### src/sv/tkh_pkg.sv
// Shared command codes and status types for the top-k min-heap selector.
`default_nettype none

package tkh_pkg;

    // Datapath command issued by the controller each cycle
    typedef logic [3:0] t_op;

    localparam t_op OP_NONE       = 4'd0;
    localparam t_op OP_ACCEPT     = 4'd1;   // latch input beat
    localparam t_op OP_APPEND     = 4'd2;   // store value at fill, fill++
    localparam t_op OP_BUILD_INIT = 4'd3;   // build index = (k-1)/2
    localparam t_op OP_BUILD_NEXT = 4'd4;   // build index--
    localparam t_op OP_RD_NODE    = 4'd5;   // read heap[node]
    localparam t_op OP_LD_CUR     = 4'd6;   // cur = read data
    localparam t_op OP_RD_ROOT    = 4'd7;   // read heap[0]
    localparam t_op OP_ROOT_INIT  = 4'd8;   // node = 0, cur = new value
    localparam t_op OP_RD_L       = 4'd9;   // read left child, or park cur
    localparam t_op OP_RD_R       = 4'd10;  // compare left, read right child
    localparam t_op OP_CMP        = 4'd11;  // compare right, move one level
    localparam t_op OP_EM_INIT    = 4'd12;  // emit index = 0
    localparam t_op OP_EM_RD      = 4'd13;  // read heap[emit index]
    localparam t_op OP_EM_LD      = 4'd14;  // load output register

    // Status from datapath to controller
    typedef struct packed {
        logic fill_lt_k;    // store not yet full
        logic fill_hit_k;   // this append fills the store
        logic v_gt_root;    // new value beats the root (read data)
        logic l_ok;         // left child inside heap
        logic swap;         // smaller child beats the moving value
        logic bi_zero;      // build reached the root
        logic em_final;     // emit index is the final entry
        logic out_free;     // output register free or draining now
        logic last;         // latched beat was marked last
    } t_stat;

endpackage

`default_nettype wire

### src/sv/tkh_ram.sv
// Generic single-write, single-read RAM with registered read data.
`default_nettype none

module tkh_ram #(
    parameter int WIDTH = 32,
    parameter int DEPTH = 16,
    parameter int AW    = (DEPTH > 1) ? $clog2(DEPTH) : 1
) (
    input  wire logic             i_clk,
    input  wire logic             i_we,
    input  wire logic [AW-1:0]    i_waddr,
    input  wire logic [WIDTH-1:0] i_wdata,
    input  wire logic [AW-1:0]    i_raddr,
    output logic      [WIDTH-1:0] o_rdata
);

    logic [WIDTH-1:0] r_mem [DEPTH];
    logic [WIDTH-1:0] r_rdata;

    // write port and registered read port
    always_ff @(posedge i_clk) begin
        if (i_we) begin
            r_mem[i_waddr] <= i_wdata;
        end
        r_rdata <= r_mem[i_raddr];
    end

    assign o_rdata = r_rdata;

endmodule

`default_nettype wire

### src/sv/tkh_ctrl.sv
// Sequencer of the top-k selector: append, heap build, sift-down and emit.
`default_nettype none

module tkh_ctrl (
    input  wire logic          i_clk,
    input  wire logic          i_rst_n,
    input  wire logic          i_s_tvalid,
    output logic               o_s_tready,
    input  wire tkh_pkg::t_stat i_stat,
    output tkh_pkg::t_op       o_op
);
    import tkh_pkg::*;

    localparam logic [3:0] ST_IDLE  = 4'd0;
    localparam logic [3:0] ST_DISP  = 4'd1;
    localparam logic [3:0] ST_BINIT = 4'd2;
    localparam logic [3:0] ST_RDN   = 4'd3;
    localparam logic [3:0] ST_LDN   = 4'd4;
    localparam logic [3:0] ST_ROOT  = 4'd5;
    localparam logic [3:0] ST_RDL   = 4'd6;
    localparam logic [3:0] ST_RDR   = 4'd7;
    localparam logic [3:0] ST_CMP   = 4'd8;
    localparam logic [3:0] ST_SDONE = 4'd9;
    localparam logic [3:0] ST_CHK   = 4'd10;
    localparam logic [3:0] ST_EMRD  = 4'd11;
    localparam logic [3:0] ST_EMLD  = 4'd12;

    logic [3:0] r_state, n_state;
    logic       r_build, n_build;   // sift belongs to the bottom-up build

    // next state and command
    always_comb begin
        n_state = r_state;
        n_build = r_build;
        o_op    = OP_NONE;
        unique case (r_state)
            ST_IDLE: begin
                if (i_s_tvalid) begin
                    o_op    = OP_ACCEPT;
                    n_state = ST_DISP;
                end
            end
            ST_DISP: begin
                if (i_stat.fill_lt_k) begin
                    o_op    = OP_APPEND;
                    n_state = i_stat.fill_hit_k ? ST_BINIT : ST_CHK;
                end else begin
                    o_op    = OP_RD_ROOT;
                    n_state = ST_ROOT;
                end
            end
            ST_BINIT: begin
                o_op    = OP_BUILD_INIT;
                n_build = 1'b1;
                n_state = ST_RDN;
            end
            ST_RDN: begin
                o_op    = OP_RD_NODE;
                n_state = ST_LDN;
            end
            ST_LDN: begin
                o_op    = OP_LD_CUR;
                n_state = ST_RDL;
            end
            ST_ROOT: begin
                n_build = 1'b0;
                if (i_stat.v_gt_root) begin
                    o_op    = OP_ROOT_INIT;
                    n_state = ST_RDL;
                end else begin
                    n_state = ST_CHK;
                end
            end
            ST_RDL: begin
                o_op    = OP_RD_L;
                n_state = i_stat.l_ok ? ST_RDR : ST_SDONE;
            end
            ST_RDR: begin
                o_op    = OP_RD_R;
                n_state = ST_CMP;
            end
            ST_CMP: begin
                o_op    = OP_CMP;
                n_state = i_stat.swap ? ST_RDL : ST_SDONE;
            end
            ST_SDONE: begin
                if (r_build && !i_stat.bi_zero) begin
                    o_op    = OP_BUILD_NEXT;
                    n_state = ST_RDN;
                end else begin
                    n_state = ST_CHK;
                end
            end
            ST_CHK: begin
                if (i_stat.last) begin
                    o_op    = OP_EM_INIT;
                    n_state = ST_EMRD;
                end else begin
                    n_state = ST_IDLE;
                end
            end
            ST_EMRD: begin
                if (i_stat.out_free) begin
                    o_op    = OP_EM_RD;
                    n_state = ST_EMLD;
                end
            end
            ST_EMLD: begin
                o_op    = OP_EM_LD;
                n_state = i_stat.em_final ? ST_IDLE : ST_EMRD;
            end
            default: begin
                n_state = ST_IDLE;
            end
        endcase
    end

    always_ff @(posedge i_clk) begin
        if (!i_rst_n) begin
            r_state <= ST_IDLE;
            r_build <= 1'b0;
        end else begin
            r_state <= n_state;
            r_build <= n_build;
        end
    end

    assign o_s_tready = (r_state == ST_IDLE);

endmodule

`default_nettype wire

### src/sv/tkh_dp.sv
// Datapath of the top-k selector: heap RAM, sift registers, fill count, output.
`default_nettype none

module tkh_dp #(
    parameter int K_MAX = 16
) (
    input  wire logic          i_clk,
    input  wire logic          i_rst_n,
    input  wire logic          i_cfg_we,
    input  wire logic [4:0]    i_cfg_data,
    input  wire logic [31:0]   i_s_tdata,
    input  wire logic          i_s_tlast,
    output logic               o_m_tvalid,
    input  wire logic          i_m_tready,
    output logic [31:0]        o_m_tdata,
    output logic               o_m_tlast,
    input  wire tkh_pkg::t_op  i_op,
    output tkh_pkg::t_stat     o_stat
);
    import tkh_pkg::*;

    localparam int AW = (K_MAX > 1) ? $clog2(K_MAX) : 1;   // heap index
    localparam int FW = $clog2(K_MAX + 1);                 // fill count
    localparam int CW = AW + 2;                            // child index
    localparam int KW = (FW > 5) ? FW : 5;

    logic [4:0]         r_cfg;
    logic [FW-1:0]      r_fill;
    logic signed [31:0] r_v;
    logic               r_last;
    logic signed [31:0] r_cur;      // value being sifted down
    logic signed [31:0] r_best;     // smaller of cur and left child
    logic [AW-1:0]      r_bidx;
    logic               r_rv;       // right child inside heap
    logic [AW-1:0]      r_node;
    logic [AW-1:0]      r_bi;       // build index
    logic [AW-1:0]      r_ei;       // emit index
    logic               r_out_valid;
    logic [31:0]        r_out_data;
    logic               r_out_last;

    logic [KW-1:0]      cfg_x;
    logic [FW-1:0]      k_eff;
    logic [CW-1:0]      l_idx, r_idx;
    logic               l_ok, r_ok;
    logic signed [31:0] rd_s;
    logic [31:0]        rdata;
    logic signed [31:0] best2;
    logic [AW-1:0]      m_idx;
    logic               swap;
    logic               em_final;
    logic               we;
    logic [AW-1:0]      waddr, raddr;
    logic [31:0]        wdata;

    // effective k: zero reads as one, clamp at K_MAX
    always_comb begin
        cfg_x = KW'(r_cfg);
        if (cfg_x == '0) begin
            k_eff = FW'(1);
        end else if (cfg_x > KW'(K_MAX)) begin
            k_eff = FW'(K_MAX);
        end else begin
            k_eff = cfg_x[FW-1:0];
        end
    end

    // child indexes of the current node
    assign l_idx = {1'b0, r_node, 1'b1};
    assign r_idx = l_idx + CW'(1);
    assign l_ok  = l_idx < CW'(r_fill);
    assign r_ok  = r_idx < CW'(r_fill);
    assign rd_s  = $signed(rdata);

    // right child step: smaller child wins, ties keep the earlier pick
    always_comb begin
        if (r_rv && (r_best > rd_s)) begin
            best2 = rd_s;
            m_idx = r_idx[AW-1:0];
        end else begin
            best2 = r_best;
            m_idx = r_bidx;
        end
    end
    assign swap     = (m_idx != r_node);
    assign em_final = ((FW'(r_ei) + FW'(1)) == r_fill);

    // RAM port selection
    always_comb begin
        we    = 1'b0;
        waddr = r_node;
        wdata = r_cur;
        raddr = r_node;
        unique case (i_op)
            OP_APPEND: begin
                we    = 1'b1;
                waddr = r_fill[AW-1:0];
                wdata = r_v;
            end
            OP_RD_ROOT: raddr = '0;
            OP_RD_L: begin
                raddr = l_idx[AW-1:0];
                we    = !l_ok;
            end
            OP_RD_R: raddr = r_idx[AW-1:0];
            OP_CMP: begin
                we    = 1'b1;
                wdata = swap ? best2 : r_cur;
            end
            OP_EM_RD: raddr = r_ei;
            default: ;
        endcase
    end

    tkh_ram #(
        .WIDTH (32),
        .DEPTH (K_MAX),
        .AW    (AW)
    ) u_heap (
        .i_clk   (i_clk),
        .i_we    (we),
        .i_waddr (waddr),
        .i_wdata (wdata),
        .i_raddr (raddr),
        .o_rdata (rdata)
    );

    // control registers
    always_ff @(posedge i_clk) begin
        if (!i_rst_n) begin
            r_cfg       <= 5'd8;
            r_fill      <= '0;
            r_out_valid <= 1'b0;
        end else begin
            if (i_cfg_we) begin
                r_cfg <= i_cfg_data;
            end
            if (i_op == OP_APPEND) begin
                r_fill <= r_fill + FW'(1);
            end else if (i_op == OP_EM_LD && em_final) begin
                r_fill <= '0;
            end
            if (i_op == OP_EM_LD) begin
                r_out_valid <= 1'b1;
            end else if (i_m_tready) begin
                r_out_valid <= 1'b0;
            end
        end
    end

    // payload registers
    always_ff @(posedge i_clk) begin
        unique case (i_op)
            OP_ACCEPT: begin
                r_v    <= $signed(i_s_tdata);
                r_last <= i_s_tlast;
            end
            OP_BUILD_INIT: begin
                r_bi   <= AW'((k_eff - FW'(1)) >> 1);
                r_node <= AW'((k_eff - FW'(1)) >> 1);
            end
            OP_BUILD_NEXT: begin
                r_bi   <= r_bi - AW'(1);
                r_node <= r_bi - AW'(1);
            end
            OP_LD_CUR: r_cur <= rd_s;
            OP_ROOT_INIT: begin
                r_node <= '0;
                r_cur  <= r_v;
            end
            OP_RD_R: begin
                if (r_cur > rd_s) begin
                    r_best <= rd_s;
                    r_bidx <= l_idx[AW-1:0];
                end else begin
                    r_best <= r_cur;
                    r_bidx <= r_node;
                end
                r_rv <= r_ok;
            end
            OP_CMP: r_node <= m_idx;
            OP_EM_INIT: r_ei <= '0;
            OP_EM_LD: begin
                r_out_data <= rdata;
                r_out_last <= em_final;
                r_ei       <= r_ei + AW'(1);
            end
            default: ;
        endcase
    end

    // status to controller
    always_comb begin
        o_stat.fill_lt_k  = r_fill < k_eff;
        o_stat.fill_hit_k = (r_fill + FW'(1)) == k_eff;
        o_stat.v_gt_root  = r_v > rd_s;
        o_stat.l_ok       = l_ok;
        o_stat.swap       = swap;
        o_stat.bi_zero    = (r_bi == '0);
        o_stat.em_final   = em_final;
        o_stat.out_free   = !r_out_valid || i_m_tready;
        o_stat.last       = r_last;
    end

    assign o_m_tvalid = r_out_valid;
    assign o_m_tdata  = r_out_data;
    assign o_m_tlast  = r_out_last;

endmodule

`default_nettype wire

### src/sv/top_k_min_heap_selector.sv
// A beat that only fills the store is accepted and appended; a full store adds a root read
// and, per heap level of sift-down, a left read, a right read and a compare; the bottom-up
// build reads, loads and sifts down each node from (k-1)/2 down to the root.
// Throughput: one beat at a time, paced by the single read port of the heap RAM.
// A last beat then emits the kept values, a read and a load each, stalled by i_m_tready.
// Reset (synchronous, active low) empties the store and sets keep_count to 8.
`default_nettype none

module top_k_min_heap_selector #(
    parameter int K_MAX = 16
) (
    input  wire logic        i_clk,
    input  wire logic        i_rst_n,
    input  wire logic        i_cfg_we,
    input  wire logic [4:0]  i_cfg_data,   // keep_count
    input  wire logic        i_s_tvalid,
    output logic             o_s_tready,
    input  wire logic [31:0] i_s_tdata,    // [31:0] value (signed)
    input  wire logic        i_s_tlast,    // last
    output logic             o_m_tvalid,
    input  wire logic        i_m_tready,
    output logic [31:0]      o_m_tdata,    // [31:0] kept_value (signed)
    output logic             o_m_tlast     // last_out
);
    import tkh_pkg::*;

    t_op   op;
    t_stat stat;

    tkh_ctrl u_ctrl (
        .i_clk      (i_clk),
        .i_rst_n    (i_rst_n),
        .i_s_tvalid (i_s_tvalid),
        .o_s_tready (o_s_tready),
        .i_stat     (stat),
        .o_op       (op)
    );

    tkh_dp #(
        .K_MAX (K_MAX)
    ) u_dp (
        .i_clk      (i_clk),
        .i_rst_n    (i_rst_n),
        .i_cfg_we   (i_cfg_we),
        .i_cfg_data (i_cfg_data),
        .i_s_tdata  (i_s_tdata),
        .i_s_tlast  (i_s_tlast),
        .o_m_tvalid (o_m_tvalid),
        .i_m_tready (i_m_tready),
        .o_m_tdata  (o_m_tdata),
        .o_m_tlast  (o_m_tlast),
        .i_op       (op),
        .o_stat     (stat)
    );

endmodule

`default_nettype wire

### config.mk
export PLATFORM = sky130hd
export DESIGN_NAME = top_k_min_heap_selector
export DESIGN_NICKNAME = d
export VERILOG_FILES = /design/src/sv/tkh_pkg.sv /design/src/sv/tkh_ram.sv /design/src/sv/tkh_ctrl.sv /design/src/sv/tkh_dp.sv /design/src/sv/top_k_min_heap_selector.sv
export SDC_FILE = /design/constraint.sdc
export NUM_CORES = 1
export LEC_CHECK = 0
export ABC_AREA = 0
export ABC_CLOCK_PERIOD_IN_PS = 5200
export BUFFER_PORTS_ARGS = -buffer_cell sky130_fd_sc_hd__buf_4
export CORE_AREA = 2 2 250 252
export DETAILED_ROUTE_END_ITERATION = 10
export DIE_AREA = 0 0 252 254
export GPL_TIMING_DRIVEN = 0
export HOLD_SLACK_MARGIN = 0.15
export PLACE_DENSITY_LB_ADDON = 0.25
export SKIP_CTS_REPAIR_TIMING = 1
export SLEW_MARGIN = 20
export SYNTH_ARGS = -nofsm -noshare
export SYNTH_HDL_FRONTEND = slang
export SYNTH_SLANG_ARGS = --single-unit
### constraint.sdc
create_clock -name i_clk -period 5.2 [get_ports i_clk]
set_input_delay 0.26 -clock i_clk [delete_from_list [all_inputs] [get_ports i_clk]]
set_output_delay 0.26 -clock i_clk [all_outputs]
set_load 0.01 [all_outputs]
==> metrics.cfg, run 1 <==
[routing]
via_per_inst=6.610
met1_length_um=40530
wl_met3_um=10390
dr_wl_met2_um=47550
final_antenna_net_count=0
drt-pass1-iter-count=7
wl_per_cell_um=27.72
top_layer_used=met4
drc_errors=0
drt_iter0_drc=3226
totalWireLength_um=103300
num_vias=24630

[clocking]
cts_max_path_buffers=3
clk_pin_slew_worst_paths_ps=60
cts_tree=done
htreeDepth=3
clk_latency_ps=630
cts.sinks=707
cts_root_buffer=clkbuf_16
cts_buffers=75

[layout]
nets=3033
fin_cells=3726
area_growth_syn_to_layout_pct=16.64
antenna_cells=0
drive_gt1_share_pct=11.24
fillCellCount=4655
final_util_pct=62.66

[worst_hold_path]
hold_class=in2reg

[floorplan]
rows=91
initial_core_util_pct=53.72
die-height_um=254
die_area_mm2=0.06401
coreArea_mm2=0.06126
ios=78
die_width_um=252

[logic_synthesis]
synth_xor_area_share_pct=0.5590
ys_seq_area_share_pct=63.06
yosys.area_share.simple_pct=12.97
ys.flop_type=edfxtp_1
syn_nets=2805
synth_area_per_cell_um2=12.43
synthArstFlopShare_pct=0
synth_mux_area_share_pct=0.2434
yosysWarningCount=0
netlist_instances=2648
synth_top_family_by_area=compound AO/OA/AOI/OAI gates
synthesis.area_mm2=0.03290
ys_ff_latch=707
synth_compound_area_share_pct=15.15
synth.distinct_cells=74
synthAdderAreaFrac_pct=4.335
synth_edf_count=659

[grt]
antenna_found_initial=2
grt_max_degree=30
grt_pass1_wl_um=151100
grt_pass1_vias=23820
grt-ovfl-total=0
grt_usage_pct=31.97

[setup_path]
cp-start-kind=flip-flop
endpoint_kind=flip-flop
crit_fanout=16
critical_path_class=reg2reg
required_ps=5480
worst_ep_arrival_time_ps=5370

[timing]
hold_viol_final=0
fin_tns_setup_ps=0
period_minus_slack_ps=5092
setup_viol=0
skew_ps=20.31
setup_ws_ps=108.4
fmax_ghz=0.1964
maxSlewHeadroom_pct=25.33
fin_crit_sh_pct=97.92
tightest_slew_ps=1120
whs_ps=355.1
drv_slew=0

[placed_design]
io_buffers=76
pre_cts_slack_ps=4.009
hpwl_um=73130
dpl.cell_count=3542
place.gp.congestion=1.002

[pwr]
p_leak_nw=13.48
intPower_mw=13.66
power_frac_comb_pct=41.0
p_sw_mw=9.387
ir_drop_mv=0.3348
p_clk_share_pct=23.1
p_sw_share_pct=40.73
seqPwrFrac_pct=35.9
power_density_mw_per_mm2=600.4

[outcome]
outcome=finished clean

[job]
drv_cap=0

==> stage by stage <==
stage	power [mW]	instance area, um^2
final	23.04	38380
after global routing	23.88	38380
after CTS	22.55	37650
after detailed placement	17.24	35240
after global placement	16.83	34460
after floorplan	13.58	32900
==> sequential cells by signal, summed over array words and instances, names as in the netlist, 5 cells and up <==
signal and cells:
u_dp.r_fill 5, u_dp.r_cur 32, u_dp.r_v 32, u_dp.u_heap.o_rdata 32
u_dp.cfg_x 5, u_dp.r_best 32, u_dp.u_heap.r_mem 512, u_dp.o_m_tdata 32
==> per-layer routing <==
metal	vias up	global-route usage (%)
met4	0	13.71
li1	10830	-
met3	295	6.627
met2	1479	50.92
met1	12020	42.77
met5	-	0
==> final timing paths <==
path / start / to / slack (ps) / cells after the start
worst max-delay path: u_dp.u_heap.o_rdata[11] / u_dp.u_heap.r_mem[9][3] / 110 / 11
worst min-delay path: i_s_tdata[5] / u_dp.r_v[5] / 360 / 2
worst max register to register: u_dp.u_heap.o_rdata[11] / u_dp.u_heap.r_mem[9][3] / 110 / 11
worst min register to register: u_dp.u_heap.o_rdata[11] / u_dp.o_m_tdata[11] / 490 / 0
==> cell type report <==
class	count	area (um^2)	area share, %
sequential	707	20750	54.06
multi-input combinational	1640	11400	29.70
clock buffer	87	1943	5.063
timing repair buffer	151	1615	4.209
tap	790	988.4	2.575
buffer	208	872.1	2.272
clock inverter	50	464.2	1.209
inverter	93	349.1	0.9095
==> power groups by stage <==
stage	registers [mW]	logic, mW	clock network (mW)
2_1_floorplan	8.11	5.46	0
3_3_place_gp	8.41	8.42	0
3_5_place_dp	8.37	8.87	0
4_1_cts	8.26	8.93	5.36
5_1_grt	8.30	10.0	5.57
6_report	8.27	9.45	5.32
==> critical path, cell delays in order (launching register included) <==
cell      delay (ps)
dfxtp_1          370
inv_1            140
ha_1             350
a21oi_1          150
o21ai_0          150
a221oi_1         840
nor2b_2          190
o31a_1           350
o21ai_1          310
clkbuf_1         830
a21oi_1          210
o221ai_2         840
==> cell usage after synthesis, types with 8 or more instances <==
cell,number,share of area [%]
edfxtp_1,659,60
nand2_1,330,3.8
and3_1,162,3.1
clkbuf_1,152,1.7
a211oi_1,131,3.0
nand3_1,124,1.9
ha_1,114,4.3
nor2_1,100,1.1
inv_1,93,1.1
nand4_1,91,1.7
a21oi_1,75,1.1
o21ai_0,49,0.75
dfxtp_1,48,2.9
o311a_1,37,1.1
a21boi_0,35,0.80
o2111ai_1,35,0.93
a311oi_1,34,0.91
a311o_1,32,0.97
o311ai_0,32,0.85
o32ai_1,32,0.85
a21o_1,30,0.68
o221ai_2,28,1.3
buf_2,26,0.40
buf_1,20,0.23
xnor2_1,13,0.35
nor3_1,12,0.18
a31oi_1,11,0.21
nor2b_1,11,0.21
o21a_1,9,0.21
mux2i_1,8,0.24
xor2_1,8,0.21
==> placed cells by master (no fill, tap or decap), types with 21 or more instances in the layout <==
cell	Yosys	layout
a211oi_1	131	131
a21boi_0	35	35
a21o_1	30	30
a21oi_1	75	75
a311o_1	32	32
a311oi_1	34	33
and3_1	162	162
buf_2	26	28
buf_4	5	81
clkbuf_1	152	161
clkbuf_16	0	76
clkinv_2	0	21
dfxtp_1	48	48
dlygate4sd3_1	0	45
edfxtp_1	659	659
ha_1	114	114
inv_1	93	92
nand2_1	330	329
nand3_1	124	124
nand4_1	91	91
nor2_1	100	83
o2111ai_1	35	35
o21ai_0	49	49
o221ai_4	0	22
o311a_1	37	37
o311ai_0	32	32
o32ai_1	32	32
==> kinds of logic (layout without fill, tap and decap cells) <==
group                      Yosys count  in the layout
muxes                                8              8
adders and majority gates          114            114
DFF                                707            707
buffers and inverters              301            589
xor gates and xnor gates            21             21
and+or+nand+nor                    871            871
AOI/OAI and AO/OA                  626            626
No activity file was read; power rests on OpenSTA's default activity.
==> run 2, diff against run 1 <==
Settings changed: ABC_CLOCK_PERIOD_IN_PS 5200 to 6100, MAX_ROUTING_LAYER set to met4.
Clock period 5.2 ns to 6.1 ns, I/O delays scaled along.
==> run 2 against run 1 <==
Against the previous run: non-clock buffer count down 7; worst hold slack lost 220 ps; fmax down 5.7%; highest routed layer unchanged; cell count shrank 0.13%; critical path type unchanged; register-to-register slack better by 590 ps; core utilization decreased by 0.30 points; global-route usage is 0.63 points higher; clock power is 12% lower; largest cell class unchanged; count of clock-buffer cells in the layout is 10 higher; worst setup slack improved by 590 ps.
==> metrics.cfg, run 2 (same netlist as run 1, synthesis figures left out) <==
[placed_design]
dpl.cell_count=3542  ; unchanged
hpwl_um=73200  ; about the same
placed_cell_area_mm2=0.03524  ; about the same
pre_cts_slack_ps=853.5  ; +849.4 ps
place.gp.congestion=0.9949  ; -0.73%
io_buffers=76  ; unchanged

[worst_hold_path]
holdCritStartpoint=i_m_tready
hold_end=u_dp.o_m_tvalid
hold-path-cell-count=3  ; +1
hold_class=in2reg

[timing]
whs_ps=138.0  ; -217.0 ps
setup_viol=0  ; unchanged
grt_setup_unrepaired=false
skew_ps=21.00  ; +0.6925 ps
setup_ws_ps=701.9  ; +593.5 ps
hold_viol_final=0  ; unchanged
fmax_ghz=0.1853  ; -5.7%
period_minus_slack_ps=5398  ; +306.5 ps
maxSlewHeadroom_pct=19.69  ; -5.6 points
drv_slew=0  ; unchanged
tightest_slew_ps=1205  ; +84.53 ps
fin_crit_sh_pct=88.49  ; -9.4 points

[floorplan]
initial_core_util_pct=53.72  ; unchanged
die-height_um=254  ; unchanged
die_area_mm2=0.06401  ; unchanged
ios=78  ; unchanged
coreArea_mm2=0.06126  ; unchanged
rows=91  ; unchanged
die_width_um=252  ; unchanged

[setup_path]
rr_endpoint=u_dp.u_heap.r_mem[4][7]
worst_ep_arrival_time_ps=5670  ; +300 ps
required_ps=6370  ; +890 ps
crit_fanout=16  ; unchanged
critical_path_class=reg2reg
reg2regPathDepth=12  ; +1
endpoint_kind=flip-flop
cp-start-kind=flip-flop
r2r_setup_slack_ps=700  ; +590 ps
reg2reg_from=u_dp.u_heap.o_rdata[14]

[layout]
nets=3027  ; -0.20%
drive_gt1_share_pct=11.26  ; +0.019 points
final_common_cell=edfxtp_1
top_register=u_dp.u_heap.r_mem
final_cell_mix=659 x edfxtp_1, 330 x nand2_1, 166 x clkbuf_1
area_growth_syn_to_layout_pct=16.09
largest_reg_flops=512  ; unchanged
final_cell_area_mm2=0.03820  ; -0.47%
antenna_cells=0  ; unchanged
fin_cells=3721  ; -0.13%

[outcome]
outcome=finished clean

[clocking]
cts_tree=done
cts.sinks=707  ; unchanged
htreeDepth=3  ; unchanged
cts_buffers=76  ; +1.3%
cts_max_path_buffers=3  ; unchanged
clk_latency_ps=630  ; about the same
clk_pin_slew_worst_paths_ps=60  ; about the same
cts_root_buffer=clkbuf_16

[grt]
grt_max_degree=30  ; unchanged
grt_usage_pct=32.60  ; +0.63 points
grt-ovfl-total=0  ; unchanged
grt_pass1_wl_um=150400  ; -0.47%
antenna_found_initial=0  ; -2
grt_pass1_vias=23800  ; -0.080%

[routing]
drt_iter0_drc=3122  ; -3.2%
wl_per_cell_um=27.42  ; -1.1%
num_vias=24560  ; -0.28%
drt-pass1-iter-count=8  ; +1
drc_errors=0  ; unchanged
final_antenna_net_count=0  ; unchanged
totalWireLength_um=102000  ; -1.2%
via_per_inst=6.600  ; -0.14%

[pwr]
finalPower_mw=19.57  ; -15%
power_density_mw_per_mm2=512.3  ; -15%
p_leak_nw=13.48  ; about the same
ir_drop_mv=0.2922  ; -13%

[job]
drv_cap=0  ; unchanged

run 2: cell types whose count changed in the layout (fill, tap and decap cells not counted), moves of 3 or more:
cell / before / now
clkinv_1: 14 / 8
clkinv_2: 21 / 18
clkbuf_1: 161 / 166
o221ai_4: 22 / 0
clkbuf_8: 0 / 5
dlygate4sd3_1: 45 / 40
o221ai_2: 10 / 32
run 2: worst max-delay path: stages (launching register included):
cell and delay (ps):
dfxtp_1 480, inv_1 200, ha_1 360, a21oi_1 150, nand2_1 70, a221oi_1 830
nor2b_2 200, o31a_1 370, o21ai_1 330, buf_2 420, buf_1 580, a21oi_1 180
o221ai_2 860
run 2: layer usage:
metal	wire [um]	global-route usage (%)	part of all wire, %	vias to the layer above
met5	0	-	0	-
met4	4442	13.09	4.4	0
met3	9803	5.828	9.6	269
met2	47640	51.12	47	1449
met1	40150	42.37	39	12010
li1	-	-	-	10830
run 2: power breakdown:
| part | leakage, nW | switching [mW] | internal, mW | total (mW) |
|---|---|---|---|---|
| Sequential | 6.36 | 0.428 | 6.65 | 7.08 |
| Clock | 1.25 | 1.96 | 2.73 | 4.69 |
| Combinational | 5.86 | 5.49 | 2.32 | 7.80 |
run 2: worst max-delay path by stage:
| stage | from | endpoint | slack [ps] | cells after the start |
|---|---|---|---|---|
| 3_5_place_dp | u_dp.u_heap.o_rdata[14] | u_dp.u_heap.r_mem[4][7] | 850 | 12 |
| 6_report | u_dp.u_heap.o_rdata[14] | u_dp.u_heap.r_mem[4][7] | 700 | 12 |
| 4_1_cts | u_dp.cfg_x[4] | u_dp.u_heap.r_mem[15][10] | 800 | 14 |
| 3_3_place_gp | u_dp.u_heap.o_rdata[27] | u_ctrl.r_state[2] | -1930 | 11 |
| 5_1_grt | u_dp.u_heap.o_rdata[14] | u_dp.u_heap.r_mem[13][7] | 650 | 11 |
| 2_1_floorplan | u_dp.u_heap.o_rdata[21] | u_dp.r_cur[0] | 1040 | 8 |
run 2: final cells by class:
class	count	area, um^2
clock inverter	42	467.9
fill	4626	23060
timing repair buffer	144	1559
sequential	707	20750
clock buffer	97	2073
tap	790	988.4
inverter	93	349.1
buffer	208	863.3
multi-input combinational	1640	11150
run 2: metrics by stage:
stage	setup TNS, ps	utilization (%)
finish	0	62.36
global route	0	62.36
CTS	0	61.68
detailed placement	0	57.54
global placement	-202400	56.26
floorplan	0	-
